<file path="config.mk">
export PLATFORM = sky130hd
export DESIGN_NAME = register_memory_taint_tracker_unit
export DESIGN_NICKNAME = d
export VERILOG_FILES = /design/src/hdl/rmtt_pkg.sv /design/src/hdl/register_memory_taint_tracker_unit.sv /design/src/hdl/rmtt_front.sv /design/src/hdl/rmtt_queue.sv /design/src/hdl/rmtt_back.sv
export SDC_FILE = /design/constraint.sdc
export NUM_CORES = 2
export LEC_CHECK = 0
export ABC_AREA = 1
export BUFFER_PORTS_ARGS = -buffer_cell sky130_fd_sc_hd__buf_4
export CORE_UTILIZATION = 35
export DETAILED_ROUTE_END_ITERATION = 6
export MAX_ROUTING_LAYER = met4
export PLACE_DENSITY = 0.45
export SLEW_MARGIN = 40
export SYNTH_ARGS = -nofsm -noshare
export SYNTH_HDL_FRONTEND = slang
export SYNTH_SLANG_ARGS = --single-unit
export TNS_END_PERCENT = 10
</file>
<file path="constraint.sdc">
create_clock -name clk -period 10.5 [get_ports clk]
set_clock_uncertainty 0.1 [all_clocks]
set_input_delay 2.1 -clock clk [delete_from_list [all_inputs] [get_ports clk]]
set_output_delay 2.1 -clock clk [all_outputs]
set_load 0.01 [all_outputs]
</file>
<file path="src/hdl/rmtt_pkg.sv">
package rmtt_pkg;

  localparam int MEM_ENTRIES = 64;
  localparam int IDX_W       = (MEM_ENTRIES > 1) ? $clog2(MEM_ENTRIES) : 1;
  localparam int CNT_W       = $clog2(MEM_ENTRIES + 1);
  localparam int REG_W       = 20;
  localparam int ADDR_W      = 32;
  localparam int RTYPE_W     = 2;
  localparam int REGID_W     = 5;
  localparam int EVT_W       = 4;
  localparam int COUNT_OUT_W = 7;
  localparam int QDEPTH      = 2;
  localparam int QPTR_W      = $clog2(QDEPTH);
  localparam int QCNT_W      = $clog2(QDEPTH + 1);

  typedef enum logic [RTYPE_W-1:0] {
    REQ_MEM_READ  = 2'd0,
    REQ_MEM_WRITE = 2'd1,
    REQ_REG_MOVE  = 2'd2,
    REQ_TAINT_SRC = 2'd3
  } req_kind_t;

  typedef enum logic [EVT_W-1:0] {
    EV_NONE        = 4'd0,
    EV_REG_TAINTED = 4'd1,
    EV_REG_CLEARED = 4'd2,
    EV_MEM_CLEARED = 4'd3,
    EV_MEM_KEPT    = 4'd4,
    EV_MEM_ADDED   = 4'd5,
    EV_MOVE_CLEAR  = 4'd6,
    EV_MOVE_TAINT  = 4'd7,
    EV_SRC_ADDED   = 4'd8,
    EV_TABLE_FULL  = 4'd9
  } evt_t;

  typedef enum logic [1:0] {
    B_IDLE,
    B_SCAN,
    B_EXEC
  } back_state_t;

  typedef struct packed {
    req_kind_t         kind;
    logic [ADDR_W-1:0] addr;
    logic [REG_W-1:0]  d_sel;
    logic [REG_W-1:0]  d_chain;
    logic [REG_W-1:0]  w_sel;
    logic [REG_W-1:0]  w_chain;
    logic              w_none;
  } item_t;

  // alias chain length for register codes 1..20, code 0 unused
  localparam logic [2:0] CHAIN_LEN [0:REG_W] = '{
    3'd0, 3'd4, 3'd3, 3'd2, 3'd1, 3'd4, 3'd3, 3'd2, 3'd1, 3'd4, 3'd3,
    3'd2, 3'd1, 3'd4, 3'd3, 3'd2, 3'd1, 3'd2, 3'd1, 3'd2, 3'd1
  };

  function automatic logic is_tracked(logic [REGID_W-1:0] r);
    return (r != '0) && (r <= REGID_W'(REG_W));
  endfunction

  function automatic logic [REG_W-1:0] reg_sel(logic [REGID_W-1:0] r);
    logic [REG_W-1:0] m;
    m = '0;
    if (is_tracked(r)) begin
      m = REG_W'(1) << (r - REGID_W'(1));
    end
    return m;
  endfunction

  function automatic logic [REG_W-1:0] chain_mask(logic [REGID_W-1:0] r);
    logic [REG_W-1:0] ones;
    logic [REG_W-1:0] m;
    ones = '0;
    m    = '0;
    if (is_tracked(r)) begin
      ones = ~({REG_W{1'b1}} << CHAIN_LEN[r]);
      m    = ones << (r - REGID_W'(1));
    end
    return m;
  endfunction

endpackage

</file>
<file path="src/hdl/register_memory_taint_tracker_unit.sv">
// Register and memory taint tracker. Items enter through a two-entry queue, so
// up to two items are taken while earlier work or a waiting result is pending;
// every item gives exactly one result. Memory read, memory write and taint
// source items scan the address table through its single read port, one
// entry per cycle, stopping at the first match; when nothing matches the scan
// covers the whole table, as it does before any insert of a new address. A
// register move needs no scan. The table size is set by MEM_ENTRIES in the
// package; tainted_count shows the low 7 bits of the entry count.
module register_memory_taint_tracker_unit
  import rmtt_pkg::*;
(
  input  logic                   clk,
  input  logic                   rst,
  input  logic                   in_valid,
  output logic                   in_ready,
  input  logic [RTYPE_W-1:0]     req_type,
  input  logic [ADDR_W-1:0]      mem_address,
  input  logic [REGID_W-1:0]     data_reg,
  input  logic [REGID_W-1:0]     dest_reg,
  output logic                   out_valid,
  input  logic                   out_ready,
  output logic [EVT_W-1:0]       event_code,
  output logic [REG_W-1:0]       reg_taint_bits,
  output logic [COUNT_OUT_W-1:0] tainted_count
);

  logic  q_full;
  logic  push;
  item_t push_item;
  logic  pop;
  logic  q_valid;
  item_t head;

  rmtt_front u_front (
    .in_valid    (in_valid),
    .in_ready    (in_ready),
    .req_type    (req_type),
    .mem_address (mem_address),
    .data_reg    (data_reg),
    .dest_reg    (dest_reg),
    .q_full      (q_full),
    .push        (push),
    .push_item   (push_item)
  );

  rmtt_queue u_queue (
    .clk       (clk),
    .rst       (rst),
    .push      (push),
    .push_item (push_item),
    .full      (q_full),
    .pop       (pop),
    .q_valid   (q_valid),
    .head      (head)
  );

  rmtt_back u_back (
    .clk            (clk),
    .rst            (rst),
    .q_valid        (q_valid),
    .head           (head),
    .pop            (pop),
    .out_valid      (out_valid),
    .out_ready      (out_ready),
    .event_code     (event_code),
    .reg_taint_bits (reg_taint_bits),
    .tainted_count  (tainted_count)
  );

endmodule

</file>
<file path="src/hdl/rmtt_front.sv">
module rmtt_front
  import rmtt_pkg::*;
(
  input  logic               in_valid,
  output logic               in_ready,
  input  logic [RTYPE_W-1:0] req_type,
  input  logic [ADDR_W-1:0]  mem_address,
  input  logic [REGID_W-1:0] data_reg,
  input  logic [REGID_W-1:0] dest_reg,
  input  logic               q_full,
  output logic               push,
  output item_t              push_item
);

  assign in_ready = !q_full;
  assign push     = in_valid && !q_full;

  always_comb begin
    push_item.kind    = req_kind_t'(req_type);
    push_item.addr    = mem_address;
    push_item.d_sel   = reg_sel(data_reg);
    push_item.d_chain = chain_mask(data_reg);
    push_item.w_sel   = reg_sel(dest_reg);
    push_item.w_chain = chain_mask(dest_reg);
    push_item.w_none  = (dest_reg == '0);
  end

endmodule

</file>
<file path="src/hdl/rmtt_queue.sv">
module rmtt_queue
  import rmtt_pkg::*;
(
  input  logic  clk,
  input  logic  rst,
  input  logic  push,
  input  item_t push_item,
  output logic  full,
  input  logic  pop,
  output logic  q_valid,
  output item_t head
);

  item_t             slots [QDEPTH];
  logic [QPTR_W-1:0] wr_ptr;
  logic [QPTR_W-1:0] rd_ptr;
  logic [QCNT_W-1:0] count;

  assign full    = (count == QCNT_W'(QDEPTH));
  assign q_valid = (count != '0);
  assign head    = slots[rd_ptr];

  always_ff @(posedge clk) begin
    if (rst) begin
      wr_ptr <= '0;
      rd_ptr <= '0;
      count  <= '0;
    end else begin
      if (push) begin
        wr_ptr <= (wr_ptr == QPTR_W'(QDEPTH - 1)) ? '0 : wr_ptr + QPTR_W'(1);
      end
      if (pop) begin
        rd_ptr <= (rd_ptr == QPTR_W'(QDEPTH - 1)) ? '0 : rd_ptr + QPTR_W'(1);
      end
      if (push && !pop) begin
        count <= count + QCNT_W'(1);
      end else if (pop && !push) begin
        count <= count - QCNT_W'(1);
      end
    end
  end

  always_ff @(posedge clk) begin
    if (push) begin
      slots[wr_ptr] <= push_item;
    end
  end

endmodule

</file>
<file path="src/hdl/rmtt_back.sv">
module rmtt_back
  import rmtt_pkg::*;
(
  input  logic                   clk,
  input  logic                   rst,
  input  logic                   q_valid,
  input  item_t                  head,
  output logic                   pop,
  output logic                   out_valid,
  input  logic                   out_ready,
  output logic [EVT_W-1:0]       event_code,
  output logic [REG_W-1:0]       reg_taint_bits,
  output logic [COUNT_OUT_W-1:0] tainted_count
);

  localparam logic [IDX_W-1:0] LAST = IDX_W'(MEM_ENTRIES - 1);

  back_state_t state, state_next;

  item_t              item;
  logic [ADDR_W-1:0]  mem [MEM_ENTRIES];
  logic [ADDR_W-1:0]  rdata;
  logic [MEM_ENTRIES-1:0] valid;
  logic [CNT_W-1:0]   entry_count;
  logic [CNT_W-1:0]   entry_count_next;
  logic [REG_W-1:0]   reg_taint;
  logic [REG_W-1:0]   reg_taint_next;
  logic [IDX_W-1:0]   scan_idx;
  logic [IDX_W-1:0]   rd_idx;
  logic               rd_pending;
  logic               hit;
  logic [IDX_W-1:0]   hit_idx;
  logic               free_found;
  logic [IDX_W-1:0]   free_idx;

  logic               cmp_hit;
  logic               scan_done;
  logic               exec_fire;
  logic               out_free;
  logic               mem_we;
  logic               valid_set;
  logic               valid_clr;
  logic               d_t;
  logic               w_t;
  evt_t               ev;

  assign out_free  = !out_valid || out_ready;
  assign cmp_hit   = rd_pending && valid[rd_idx] && (rdata == item.addr);
  assign scan_done = rd_pending && (cmp_hit || (rd_idx == LAST));
  assign d_t       = |(reg_taint & item.d_sel);
  assign w_t       = |(reg_taint & item.w_sel);

  always_comb begin
    state_next = state;
    unique case (state)
      B_IDLE: begin
        if (q_valid) begin
          state_next = (head.kind == REQ_REG_MOVE) ? B_EXEC : B_SCAN;
        end
      end
      B_SCAN: begin
        if (scan_done) begin
          state_next = B_EXEC;
        end
      end
      B_EXEC: begin
        if (out_free) begin
          state_next = B_IDLE;
        end
      end
      default: state_next = B_IDLE;
    endcase
  end

  always_comb begin
    pop       = (state == B_IDLE) && q_valid;
    exec_fire = (state == B_EXEC) && out_free;
  end

  // result of the item held in the work registers
  always_comb begin
    ev               = EV_NONE;
    reg_taint_next   = reg_taint;
    entry_count_next = entry_count;
    mem_we           = 1'b0;
    valid_set        = 1'b0;
    valid_clr        = 1'b0;
    unique case (item.kind)
      REQ_MEM_READ: begin
        if (hit) begin
          ev = EV_REG_TAINTED;
          if (!d_t) begin
            reg_taint_next = reg_taint | item.d_chain;
          end
        end else if (d_t) begin
          ev             = EV_REG_CLEARED;
          reg_taint_next = reg_taint & ~item.d_chain;
        end
      end
      REQ_MEM_WRITE: begin
        if (hit) begin
          if (!d_t) begin
            ev               = EV_MEM_CLEARED;
            valid_clr        = 1'b1;
            entry_count_next = entry_count - CNT_W'(1);
          end else begin
            ev = EV_MEM_KEPT;
          end
        end else if (d_t) begin
          if (free_found) begin
            ev               = EV_MEM_ADDED;
            mem_we           = 1'b1;
            valid_set        = 1'b1;
            entry_count_next = entry_count + CNT_W'(1);
          end else begin
            ev = EV_TABLE_FULL;
          end
        end
      end
      REQ_REG_MOVE: begin
        if (!item.w_none) begin
          if (w_t && !d_t) begin
            ev             = EV_MOVE_CLEAR;
            reg_taint_next = reg_taint & ~item.w_chain;
          end else if (!w_t && d_t && (item.w_sel != '0)) begin
            ev             = EV_MOVE_TAINT;
            reg_taint_next = reg_taint | item.w_chain;
          end
        end
      end
      REQ_TAINT_SRC: begin
        if (hit) begin
          ev = EV_SRC_ADDED;
        end else if (free_found) begin
          ev               = EV_SRC_ADDED;
          mem_we           = 1'b1;
          valid_set        = 1'b1;
          entry_count_next = entry_count + CNT_W'(1);
        end else begin
          ev = EV_TABLE_FULL;
        end
      end
      default: ev = EV_NONE;
    endcase
  end

  always_ff @(posedge clk) begin
    if (rst) begin
      state       <= B_IDLE;
      reg_taint   <= '0;
      valid       <= '0;
      entry_count <= '0;
      out_valid   <= 1'b0;
      rd_pending  <= 1'b0;
      hit         <= 1'b0;
      free_found  <= 1'b0;
    end else begin
      state <= state_next;
      if (pop) begin
        rd_pending <= 1'b0;
        hit        <= 1'b0;
        free_found <= 1'b0;
      end
      if (state == B_SCAN) begin
        rd_pending <= 1'b1;
        if (cmp_hit) begin
          hit <= 1'b1;
        end
        if (rd_pending && !valid[rd_idx] && !free_found) begin
          free_found <= 1'b1;
        end
      end
      if (exec_fire) begin
        reg_taint   <= reg_taint_next;
        entry_count <= entry_count_next;
        if (valid_set) begin
          valid[free_idx] <= 1'b1;
        end
        if (valid_clr) begin
          valid[hit_idx] <= 1'b0;
        end
        out_valid <= 1'b1;
      end else if (out_ready) begin
        out_valid <= 1'b0;
      end
    end
  end

  always_ff @(posedge clk) begin
    if (pop) begin
      item     <= head;
      scan_idx <= '0;
    end else if ((state == B_SCAN) && (scan_idx != LAST)) begin
      scan_idx <= scan_idx + IDX_W'(1);
    end
    rd_idx <= scan_idx;
    if ((state == B_SCAN) && cmp_hit) begin
      hit_idx <= rd_idx;
    end
    if ((state == B_SCAN) && rd_pending && !valid[rd_idx] && !free_found) begin
      free_idx <= rd_idx;
    end
    if (exec_fire) begin
      event_code     <= ev;
      reg_taint_bits <= reg_taint_next;
      tainted_count  <= COUNT_OUT_W'(entry_count_next);
    end
  end

  always_ff @(posedge clk) begin
    if (exec_fire && mem_we) begin
      mem[free_idx] <= item.addr;
    end
    rdata <= mem[scan_idx];
  end

endmodule

</file>
* After elaboration in Yosys (flattened, before gate mapping)
Memory sizes are Yosys's and may differ from the RTL's. A register that Yosys moved wholly into a read port is not among the register bits.
Cells that the tools add are included.
** Cells by class
- Add/sub/neg operators :: 9
- Multipliers :: 0
- Divide/modulo/power cells :: 0
- Order comparisons :: 9
- Equal/unequal tests :: 13
- Shifts and indexed selects :: 6
- Mux-type cells :: 76
- Bitwise logic cells :: 15
- Reduce and logical (&&, ||, !) cells :: 46
** Operators with widths (number)
- two-way mux 64 bit :: 4
- two-way mux 20 bit :: 10
- AND 20 bit :: 4
- inverter 20 bit :: 4
- AND 64 bit :: 1
- inverter 64 bit :: 1
- bitwise OR 64 bit :: 1
- bitwise OR 20 bit :: 2
- case mux 20 bit (2 select lines) :: 1
- OR reduction 20 bit :: 2
- left shift 1 x 5 -> 20 bit (first input constant) :: 2
- left shift 20 x 3 -> 20 bit (first input constant) :: 2
- left shift 20 x 5 -> 20 bit :: 2
- two-way mux 7 bit :: 5
- == test 32 bit :: 1
- two-way mux 1 bit :: 29
- two-way mux 4 bit :: 7
- logical AND 1 bit :: 23
- less-than comparator 6 x 7 -> 1 bit (second input constant) :: 3
- nonzero test 20 bit :: 1
- two-way mux 3 bit :: 6
- case mux 4 bit (4 select lines) :: 1
- two-way mux 2 bit :: 7
- case mux 7 bit (2 select lines) :: 1
- other kinds (27) :: 54
** Storage, ports and cells
- Register bits after elaboration :: 271
- Bits in latches :: 0
- Bits in writable memories :: 2278
- ROM bits :: 192
- Input bits :: 48
- Output and inout bits :: 33
- Word-level logic and storage cells :: 203
- Memories kept :: 4
** Memory list
- u_back.mem :: depth 64, width 32, read ports 1, clocked after Yosys merged registers in 1, wr ports 1, RTL line rmtt_back.sv:21 : logic [ADDR_W-1:0] mem [MEM_ENTRIES];
- u_queue.slots :: depth 2, width 115, read ports 1, clocked after Yosys merged registers in 1, wr ports 1, RTL line rmtt_queue.sv:14 : item_t slots [QDEPTH];
- (no name shown) :: depth 32, width 3, read ports 1, clocked after Yosys merged registers in 0, wr ports 0, RTL line rmtt_pkg.sv:77 : ones = ~({REG_W{1'b1}} << CHAIN_LEN[r]);
- (no name shown) :: depth 32, width 3, read ports 1, clocked after Yosys merged registers in 0, wr ports 0, RTL line rmtt_pkg.sv:77

* Depth between registers and ports, before layout
- Depth after elaboration :: 10
- Gate-level depth with buffers :: 21
- Gate-level depth less buffers :: 19

* Cells and area by module
Synthesis repeated with hierarchy kept, for this count alone.
** Unflattened totals
- Cell total of the unflattened synthesis :: 8070
- Area, all modules :: 103435.5 µm²
** Modules (own cells, without submodules)
- rmtt_back :: times used 1, cells an instance 7297, area each 92727.7 µm², seq. area each 69066.2 µm²
- rmtt_queue :: times used 1, cells an instance 391, area each 8724.6 µm², seq. area each 7006.7 µm²
- rmtt_front :: times used 1, cells an instance 382, area each 1983.2 µm², seq. area each 0.0 µm²

* Worst setup path after synthesis
Ideal clock, no wire load.
- Path type :: input -> register
- From :: in in_valid
- To :: mem u_queue.slots[1][0] (netlist name), enable pin
- Setup time :: 0.591 ns
- Arrival time :: 6.992 ns
- Required time :: 9.809 ns
- Path slack :: 2.816 ns
- Cell stages on the path :: 2
- Buffers on the path :: 0
- Cells stage by stage :: nand2_1 nor2_1
** On the way
- Cells in the longest elaborated chain, start to end :: 3
** Ends and longest elaborated chain
- start, declared :: RTL line register_memory_taint_tracker_unit.sv:14 : input logic in_valid,
- logical AND 1 bit :: RTL line rmtt_front.sv:16 : assign push = in_valid && !q_full;
- two-way mux 1 bit :: RTL line rmtt_queue.sv:44 : if (push) begin
- two-way mux 1 bit (not written as such) :: RTL line rmtt_queue.sv:45 : slots[wr_ptr] <= push_item;
- end, declared :: RTL line rmtt_queue.sv:14
Every way passes these cells.

* Worst setup path after layout
- From :: in out_ready
- To :: mem u_back.mem[14][13], enable pin
** On the way
- Cells in the longest elaborated chain, start to end :: 5
** Ends and longest elaborated chain
- start, declared :: RTL line register_memory_taint_tracker_unit.sv:21 : input logic out_ready,
- logical OR 1 bit :: RTL line rmtt_back.sv:47 : assign out_free = !out_valid || out_ready;
- logical AND 1 bit :: RTL line rmtt_back.sv:77 : exec_fire = (state == B_EXEC) && out_free;
- logical AND 1 bit :: RTL line rmtt_back.sv:211 : if (exec_fire && mem_we) begin
- two-way mux 1 bit :: RTL line rmtt_back.sv:211
- two-way mux 1 bit (not written as such) :: RTL line rmtt_back.sv:212 : mem[free_idx] <= item.addr;
- end, declared :: RTL line rmtt_back.sv:21
Every way passes these cells.

==> metrics.txt <==
status=complete, no violations; clk_lat worst skew=0.91 ns; Power Density=282.1 nW/µm²; critical path's largest stage delay=0.54 ns; clock sink count=2,582; hpwl dp=198.0 mm; worst setup path category=in2reg; Avg Synthesized Cell Area=12.46 µm²; vias per cell=5.466; Longest Clk Path Bufs=4; P&R area growth vs syn=14.21%; CP top delay family=simple AND/OR/NAND/NOR gates; Hold Vio Cnt, Final=0; Syn Std Cell Area=102,600 µm²; Clk pwr share=29.4%; sequential share of power=41.1%; Nets=8,353; Synth Warn #=0; Syn Inst Count=8,234; RD Place Congestion=0.9117; worst reg2reg path depth=9; # IOs=81; CTS buffer count=286; initial antenna violation count=20; wire per inst=27.58 µm; Worst Hold Class=reg2reg; setup bufs post-CTS=0; number of synthesized flops with an enable pin=2,436; core area=291,300 µm²; Async S/R FF share, synth=0%; Net Switching=12.32 mW; Comb pwr share=29.5%; Max Slew Vio Count=0; Lkg Pwr=38.76 nW; DP Area=108,200 µm²; drt first pass iters=6; initial DRC count=7,689; grt ovf=0; hold-critical path depth=0; Chip Width=543.4 µm; worst path bufs/invs=5; fmax=0.2185 GHz; Max Cap Viol=0; cts hold-fix bufs=0; Area contributors post-synth=edfxtp_1, o21ai_0, nor2_1, nand2_1, dfxtp_1; share of cells above drive strength 1=9.273%; Yosys top cell by area=edfxtp_1; Worst Path Arrival=5.03 ns; post-route minimum period=4.578 ns; syn nets=8,299; Hold Path Sink=u_back.rd_idx[3]$_DFF_P_; Worst EP required=10.95 ns; RSZ-0062 raised after global routing=no; worst hold margin=0.3287 ns; crit path max fanout=34; first-pass GRT wire length=485.2 mm; register bit count reported by yosys=2,582; clock transition at the registers of the reported paths=0.06 ns; Cell Int Power=20.73 mW; antenna viol nets, final=0; H-tree levels=5; Final WS setup=5.922 ns; DP Worst Slack=5.078 ns; FP Rows=198; Period Utilization, post-route=43.60%; Final Setup Violations=0; total wire length=342.3 mm; Critical R2R Launch=u_back.scan_idx[1]$_SDFFE_PP0P_; Die Y=543.4 µm; clk root buf=clkbuf_16; Initial Util=35.22%; CP Cell Sequence=buf_4 -> nor2_1 -> nor2_4 -> inv_2 -> nor4_4 -> nand2_4 -> inv_2 -> nand2_1 -> nor2_4 -> buf_8 -> buf_8; Util after Layout=40.22%; CP endpoint kind=register; Final Cell Area=117,200 µm²; Primary FF master, synth=edfxtp_1; DR DRC count=0; worst vdd ir=0.2324 mV; Worst path slowest cell=nor2_4; CTS tree=built; Gates resized, CTS repair=0; largest net degree at the start of global routing=185; library cells used by synthesis=49; final setup TNS=0 ns; Worst-Margin Slew=0.9212 ns; die area=295,300 µm²; gr usage total=23.47%; Reg2Reg Capture Point=u_back.rdata[6]$_DFF_P_; switch share=37.28%; via count=67,860; share of the synthesized area in the top cell type=71.30%; worst relative slew slack=38.11%; HP Start=u_back.scan_idx[3]$_SDFFE_PP0P_; IO Port Bufs=80; register area share after synthesis=74.15%; startpoint types=input port; flop2flop setup slack=5.97 ns; number of global-route vias before repair=64,660
## kinds of logic after synthesis
kind of cell	share of synthesized area [%]
compound gates	11.48
xor+xnor	0.1866
fa+ha+maj	0.2073
buf+inv	3.095
flops	74.15
mux	0.01951
simple gates	10.86
## per-layer routing
metal / part of all wire, % / GRT usage (%)
met5: 0 / -
met4: 3.7 / 8.379
met3: 6.5 / 2.767
met2: 45 / 35.14
met1: 45 / 32.89
## layout make-up
| type | instances | area [µm²] |
|---|---|---|
| diodes | 5 | 12.51 |
| flip-flops and latches | 2582 | 76090 |
| clock buffers | 366 | 7642 |
| multi-input cells | 4830 | 23660 |
| fillers | 27560 | 174200 |
| repair buffers | 279 | 2415 |
| well taps | 3900 | 4880 |
| clock inverters | 143 | 1219 |
| inverters | 309 | 1256 |
## cell usage after synthesis, drive strengths merged (64+ instances only)
library cell	number
a21oi	181
buf	86
clkbuf	427
dfxtp	146
edfxtp	2436
inv	300
nand2	1023
nand3	360
nor2	1246
o211ai	64
o21ai	1176
o221ai	202
o22ai	324
## flip-flops by register name, indices dropped and copies added (netlist names), 2 cells and up, named ones only
name	cells
u_back.event_code	4
u_back.rd_idx	6
u_back.entry_count	7
u_back.reg_taint_bits	20
u_back.state	2
u_back.free_idx	6
u_back.valid	64
u_back.reg_taint	20
u_queue.count	2
u_back.hit_idx	6
u_back.item	115
u_queue.slots	230
u_back.rdata	32
u_back.scan_idx	6
u_back.mem	2048
u_back.tainted_count	7
## cell usage in the layout, fill, tap and decap left out, types with 6 or more instances in the layout
master     count
edfxtp_1    2436
nor2_1      1200
o21ai_0     1175
nand2_1     1020
nand3_1      360
o22ai_1      324
clkbuf_16    290
inv_1        259
buf_4        245
o221ai_1     202
a21oi_1      181
dfxtp_1      141
clkbuf_1      66
o211ai_1      64
clkinv_1      64
nand4_1       61
clkinv_2      53
nor2_4        42
nor3_1        34
inv_4         25
a21boi_0      21
a31oi_1       18
ha_1          17
xor2_1        16
bufinv_16     16
or2_2         15
inv_6         12
clkbuf_8      11
buf_6         11
a32o_1        10
a211oi_1      10
o211a_1        9
buf_12         9
inv_2          8
buf_8          8
nor4_1         6
clkinv_8       6
## stage by stage
stage / cells / power [mW]
after floorplan: 8234 / 18.80
after global placement: 11880 / 23.40
after detailed placement: 11890 / 23.50
after CTS: 12400 / 33.19
after global routing: 12410 / 34.37
final: 12410 / 33.05
## power groups by stage
stage          sequential [mW]  clock, mW  combinational, mW
2_1_floorplan             14.1          0               4.69
3_3_place_gp              13.8          0               9.58
3_5_place_dp              13.8          0               9.69
4_1_cts                   13.6       9.89               9.70
5_1_grt                   13.6       10.3               10.5
6_report                  13.6       9.71               9.75
## how the worst max path moves through the flow
stage                                     from                             to  slack, ns  cells past startpoint
2_1_floorplan                         in_valid  u_queue.slots[1][0]$_DFFE_PP_       2.82                      2
3_3_place_gp                         out_ready   u_back.mem[34][11]$_DFFE_PP_       4.64                      9
3_5_place_dp                         out_ready   u_back.mem[44][23]$_DFFE_PP_       5.08                      9
4_1_cts              u_back.item[61]$_DFFE_PP_    u_back.mem[14][9]$_DFFE_PP_       5.73                     12
5_1_grt        u_back.scan_idx[0]$_SDFFE_PP0P_        u_back.rdata[6]$_DFF_P_       5.82                      9
6_report                             out_ready   u_back.mem[14][13]$_DFFE_PP_       5.92                     11
No activity file was read; power rests on OpenSTA's default activity.
